`config.mk`:
```
export PLATFORM = sky130hd
export DESIGN_NAME = mlp_sgd_mac
export DESIGN_NICKNAME = d
export VERILOG_FILES = /design/src/hw/rtl/mlp_sgd_pkg.sv /design/src/hw/rtl/mlp_sgd_mac.sv
export SDC_FILE = /design/constraint.sdc
export NUM_CORES = 2
export LEC_CHECK = 0
export ABC_AREA = 1
export BUFFER_PORTS_ARGS = -buffer_cell sky130_fd_sc_hd__buf_2
export CORE_MARGIN = 1.5
export CORE_UTILIZATION = 67
export CTS_BUF_LIST = sky130_fd_sc_hd__clkbuf_4 sky130_fd_sc_hd__clkbuf_8 sky130_fd_sc_hd__clkbuf_16
export CTS_CLUSTER_DIAMETER = 200
export DETAILED_ROUTE_END_ITERATION = 7
export PLACE_DENSITY = 0.85
export SETUP_SLACK_MARGIN = 0.05
export SYNTH_ARGS = -nofsm -noshare
export SYNTH_HDL_FRONTEND = slang
export SYNTH_SLANG_ARGS = --single-unit
export TNS_END_PERCENT = 20
```
`constraint.sdc`:
```
create_clock -name clk -period 9.41 [get_ports clk]
set_input_delay 1.4115 -clock clk [delete_from_list [all_inputs] [get_ports clk]]
set_output_delay 1.4115 -clock clk [all_outputs]
set_load 0.02 [all_outputs]
```
`src/hw/rtl/mlp_sgd_pkg.sv`:
```
// Shared types, constants and helper functions of the online-trained MLP engine.
// Depends on nothing; every other file of the block refers to it by scoped names.
`timescale 1ns / 1ps

package mlp_sgd_pkg;

  // network shape
  localparam int H       = 25;
  localparam int N_OUT   = 6;
  localparam int N_WORDS = 9 * H + 6;

  // widths
  localparam int AW     = 9;
  localparam int MW     = $clog2(N_WORDS);
  localparam int KW     = $clog2(H + 1);
  localparam int KI     = (H > 1) ? $clog2(H) : 1;
  localparam int LR_W   = 24;
  localparam int OP_W   = 34;
  localparam int PW     = 2 * OP_W;
  localparam int RW     = PW - 24;
  localparam int ACC_W  = 48;

  localparam logic [LR_W-1:0]          LR_RESET = 24'd16777;
  localparam logic signed [OP_W-1:0]   ONE      = 34'sh1000000;
  localparam logic signed [PW-1:0]     RND_HALF = 68'sh800000;

  typedef enum logic [1:0] {
    MODE_INFER = 2'd0,
    MODE_TRAIN = 2'd1,
    MODE_WRITE = 2'd2,
    MODE_READ  = 2'd3
  } mode_t;

  typedef enum logic [3:0] {
    ST_IDLE,
    ST_WR,
    ST_RD,
    ST_FH,
    ST_FO,
    ST_DS,
    ST_W2,
    ST_OB,
    ST_TK,
    ST_W1,
    ST_DONE
  } st_t;

  typedef struct packed {
    mode_t              mode;
    logic signed [31:0] feature_a;
    logic signed [31:0] feature_b;
    logic signed [31:0] target_0;
    logic signed [31:0] target_1;
    logic signed [31:0] target_2;
    logic signed [31:0] target_3;
    logic signed [31:0] target_4;
    logic signed [31:0] target_5;
    logic [AW-1:0]      weight_index;
    logic signed [31:0] weight_value;
  } in_item_t;

  typedef struct packed {
    logic signed [31:0] out_0;
    logic signed [31:0] out_1;
    logic signed [31:0] out_2;
    logic signed [31:0] out_3;
    logic signed [31:0] out_4;
    logic signed [31:0] out_5;
    logic [30:0]        max_abs_error;
    logic signed [31:0] read_word;
  } out_item_t;

  // clamp a wide value to the signed 32-bit range
  function automatic logic signed [31:0] sat32(input logic signed [ACC_W-1:0] v);
    logic signed [ACC_W-1:0] hi;
    logic signed [ACC_W-1:0] lo;
    hi = ACC_W'(2147483647);
    lo = -hi - ACC_W'(1);
    if (v > hi) return 32'sh7FFFFFFF;
    else if (v < lo) return 32'sh80000000;
    else return v[31:0];
  endfunction

  // weight word addresses
  function automatic logic [AW-1:0] a_w1(input logic i, input logic [KW-1:0] k);
    return AW'(int'(i) * H + int'(k));
  endfunction

  function automatic logic [AW-1:0] a_w2(input logic [KW-1:0] k, input logic [2:0] j);
    return AW'(2 * H + int'(j) * H + int'(k));
  endfunction

  function automatic logic [AW-1:0] a_hb(input logic [KW-1:0] k);
    return AW'(8 * H + int'(k));
  endfunction

  function automatic logic [AW-1:0] a_ob(input logic [2:0] j);
    return AW'(9 * H + int'(j));
  endfunction

endpackage

```
`src/hw/rtl/mlp_sgd_mac.sv`:
```
// Shared multiplier with round-half-up rescale to 24 fraction bits, two stages.
// Depends on mlp_sgd_pkg for operand and result widths.
`timescale 1ns / 1ps

module mlp_sgd_mac (
  input  logic                               clk,
  input  logic signed [mlp_sgd_pkg::OP_W-1:0] op_a,
  input  logic signed [mlp_sgd_pkg::OP_W-1:0] op_b,
  output logic signed [mlp_sgd_pkg::RW-1:0]   rnd
);

  logic signed [mlp_sgd_pkg::PW-1:0] prod_r;
  logic signed [mlp_sgd_pkg::PW-1:0] sum;

  assign sum = prod_r + mlp_sgd_pkg::RND_HALF;

  // multiply, then round and drop the low fraction bits
  always_ff @(posedge clk) begin
    prod_r <= op_a * op_b;
    rnd    <= mlp_sgd_pkg::RW'(sum >>> 24);
  end

endmodule

```
Word-level counts from Yosys, hierarchy flattened
Index checks and enable logic that the tools add are counted.
- input port bits: 69
- output and inout port bits: 44
- bits in registers: 112
- add/sub/neg operators: 1
- $mul: 1
- operators with widths (cell ; count):
    68-bit by 25-bit adder with 68-bit output (second input constant) ; 1
    34-bit by 34-bit multiplier with 68-bit output ; 1

Depth between registers and ports, before layout
- depth after elaboration: 1
- gate-level depth with buffers: 33
- depth with buffers taken out: 31

Least setup slack after synthesis
Ideal clock, no wire load.
- path type: input to register
- start: input op_a[33] (netlist name)
- end: register prod_r[62] (netlist name)
- stages on the path: 23
- arrival time: 8360 ps
- library setup time: 112 ps
- slack: 938 ps
- cell sequence: clkbuf_1 -> clkbuf_1 -> nand2_1 -> inv_1 -> fa_1 -> fa_1 -> fa_1 -> inv_1 -> fa_1 -> inv_1 -> fa_1 -> fa_1 -> fa_1 -> fa_1 -> ha_1 -> a21oi_1 -> a21boi_0 -> a21boi_0 -> nand2_1 -> a21oi_1 -> nand2_1 -> nand2_1 -> nand2_1
- cells in the longest elaborated chain, start to end: 1
- ends and longest elaborated chain (what ; line ; source):
    start: declaration ; mlp_sgd_mac.sv:7 ; input logic signed [mlp_sgd_pkg::OP_W-1:0] op_a,
    34-bit by 34-bit multiplier with 68-bit output ; mlp_sgd_mac.sv:19 ; prod_r <= op_a * op_b;
    end signal: assignment ; mlp_sgd_mac.sv:19 ;
    end: declaration ; mlp_sgd_mac.sv:12 ; logic signed [mlp_sgd_pkg::PW-1:0] prod_r;
No other way between the ends.

Worst setup path after layout
- start: input op_a[33] (netlist name)
- end: register prod_r[67] (netlist name)
The elaborated chain is that of the path after synthesis.

==> results_dict.tcl <==
set metrics [dict create \
    cp.arrival_ps 8870 \
    initial_core_util 0.678 \
    cp.required_ps 9660 \
    placedCellCount 6759 \
    synthToLayoutAreaGrowth_pct 2.85 \
    cp_top_family "adder cells" \
    critPathLaunchType "primary input" \
    dieArea_mm2 0.0713 \
    final.period_utilization 0.917 \
    cts_root_buf "clkbuf_16" \
    wl_um 129000 \
    slew_headroom 0.235 \
    cts_setup_buffers 0 \
    synth_warnings 0 \
    grt_pass1_wl_um 210000 \
    first_global_vias 41000 \
    grt_max_degree 35 \
    final_common_cell "inv_1" \
    final_nets 7349 \
    dp_hpwl_um 108000 \
    rows 96 \
    fill_cells 5307 \
    synth-seq-cells 89 \
    hold_path_startpoint "prod_r[65]" \
    status "complete, no violations" \
    skew_ps 14.2 \
    tritoncts "done" \
    core-area_mm2 0.0688 \
    fp.dieH_um 267 \
    portBuffers 112 \
    grt_antenna_before_repair 1 \
    drcViolationCount 0 \
    crit_type "in -> reg" \
    cts.repair.resized 0 \
    critPathMaxStageDelay_ps 770 \
    synth.cell_area_mm2 0.0467 \
    worst_slew_pin_slew_ps 1150 \
    wl_per_cell_um 19.0 \
    h-tree-depth 3 \
    cts_num_sinks 89 \
    numCtsBuffers 9 \
    startpoint "op_a[33]" \
    routabilityCongestion 1.02 \
    ant_nets 0 \
    synth.avg_cell_area_um2 7.85 \
    finalCriticalPeriod_ps 8630 \
    cp_common_cell "fa_1" \
    max-clock-path-buffers 2 \
    slew_viol_final 0 \
    drt_pass1_iterations 6 \
    drt_iter0_drc 3059 \
    insertion_delay_ps 360 \
    overflow 0 \
    track_usage 0.384 \
    hold_viol_final 0 \
    final_cells 6776 \
    crit_slowest_cell "fa_1" \
    critPathCaptureType "flop" \
    rsz0062_at_grt "false" \
    path_clk_slew_ps 70 \
    hp-class "reg -> reg" \
    final_layout_size_suffix_gt1_frac 0.0339 \
    via_per_inst 5.45 \
    timing.rr.start "prod_r[48]" \
    synth_cell_types 36 \
    io_pins 113 \
    max_freq_ghz 0.116 \
    fin_setup_tns_ps 0 \
    fp.dieW_um 267 \
    vias 36900 \
    crit_buf_inv 8 \
    synthCells 5944 \
    final_cell_mix "1999 x inv_1, 1547 x nand2_1, 1240 x fa_1" \
    syn_nets 7454 \
    report.final.setup_viol 0 \
    path_max_fanout 21 \
    cts_hold_buf 0 \
    yosysSeqAreaShare 0.0382 \
    maxCapViolCount 0 \
]
-- logic make-up (layout without fill, tap and decap cells) --
logic type | count (synthesis) | count (layout) | synth area share
AOI/OAI and AO/OA | 168 | 168 | 0.0192
and+or+nand+nor | 1910 | 1910 | 0.162
DFF | 89 | 89 | 0.0382
adders and majority gates | 1441 | 1441 | 0.586
xor gates and xnor gates | 65 | 65 | 0.0122
other | 0 | 1 | 0
buffers and inverters | 2271 | 2171 | 0.183
-- final timing paths --
path	to	slack, ps	depth (start not counted)
worst max register to register	rnd[42]	7490	7
worst max-delay path	prod_r[67]	780	26
worst min-delay path	rnd[41]	490	1
worst min register to register	rnd[41]	490	1
-- synth_stat cells --
| master | count | share of area |
|---|---|---|
| clkbuf_1 | 266 | 0.021 |
| fa_1 | 1240 | 0.53 |
| nor3b_1 | 1 | 0.00016 |
| nor2_1 | 197 | 0.016 |
| a21oi_1 | 92 | 0.0099 |
| nor3_1 | 24 | 0.0026 |
| buf_1 | 2 | 0.00016 |
| o21a_1 | 1 | 0.00016 |
| or2_2 | 6 | 0.00080 |
| nor2_8 | 1 | 0.00043 |
| nand2b_1 | 2 | 0.00027 |
| nor3_2 | 2 | 0.00043 |
| nand3_1 | 69 | 0.0074 |
| nand3_2 | 3 | 0.00064 |
| a21o_1 | 5 | 0.00080 |
| o21bai_1 | 12 | 0.0019 |
| dfxtp_1 | 89 | 0.038 |
| inv_1 | 1999 | 0.16 |
| nor3_4 | 2 | 0.00070 |
| nand2_4 | 1 | 0.00024 |
| and3_1 | 1 | 0.00013 |
| nor2_2 | 5 | 0.00067 |
| nand4_1 | 30 | 0.0040 |
| xnor2_1 | 14 | 0.0026 |
| nor4_1 | 11 | 0.0015 |
| xor2_1 | 51 | 0.0096 |
| inv_2 | 1 | 0.000080 |
| buf_2 | 3 | 0.00032 |
| o21ai_0 | 53 | 0.0057 |
| nor2_4 | 2 | 0.00048 |
| or2_4 | 1 | 0.00019 |
| nand2_1 | 1547 | 0.12 |
| nand4_2 | 2 | 0.00054 |
| ha_1 | 201 | 0.054 |
| a21boi_0 | 5 | 0.00080 |
| nand3b_1 | 3 | 0.00048 |
-- per-stage QoR --
| step | instance area [µm²] | hold slack (ps) | setup WS (ps) | util |
|---|---|---|---|---|
| 6_report | 48000 | 490 | 781 | 0.697 |
| 4_1_cts | 48000 | 496 | 853 | 0.697 |
| 3_5_place_dp | 47700 | 477 | 458 | 0.693 |
| 3_3_place_gp | 47700 | 479 | 554 | 0.693 |
| 5_1_grt | 48000 | 514 | 354 | 0.697 |
| 2_1_floorplan | 46700 | 413 | 938 | - |
-- state kept, by name (all words and copies together), names as in the netlist --
register and flops:
prod_r 45, rnd 44
-- per-layer routing --
| metal | share of wire | track usage | wire [µm] |
|---|---|---|---|
| met4 | 0.077 | 0.240 | 9890 |
| met2 | 0.48 | 0.644 | 61300 |
| met5 | 0.000078 | 0 | 10 |
| met1 | 0.35 | 0.457 | 44600 |
| met3 | 0.099 | 0.0738 | 12800 |
-- cell type report --
| type | instances | area (µm²) | area share |
|---|---|---|---|
| Clock inverter | 7 | 71.3 | 0.00149 |
| Timing Repair Buffer | 155 | 883 | 0.0184 |
| Tap cell | 931 | 1160 | 0.0243 |
| Multi-Input combinational cell | 3584 | 36400 | 0.758 |
| Antenna cell | 1 | 2.50 | 0.0000521 |
| Clock buffer | 9 | 225 | 0.00469 |
| Sequential cell | 89 | 1780 | 0.0371 |
| Inverter | 2000 | 7510 | 0.156 |
Power is not shown: default switching activity piles up to over one toggle a cycle in this logic, so the estimate is an artifact.
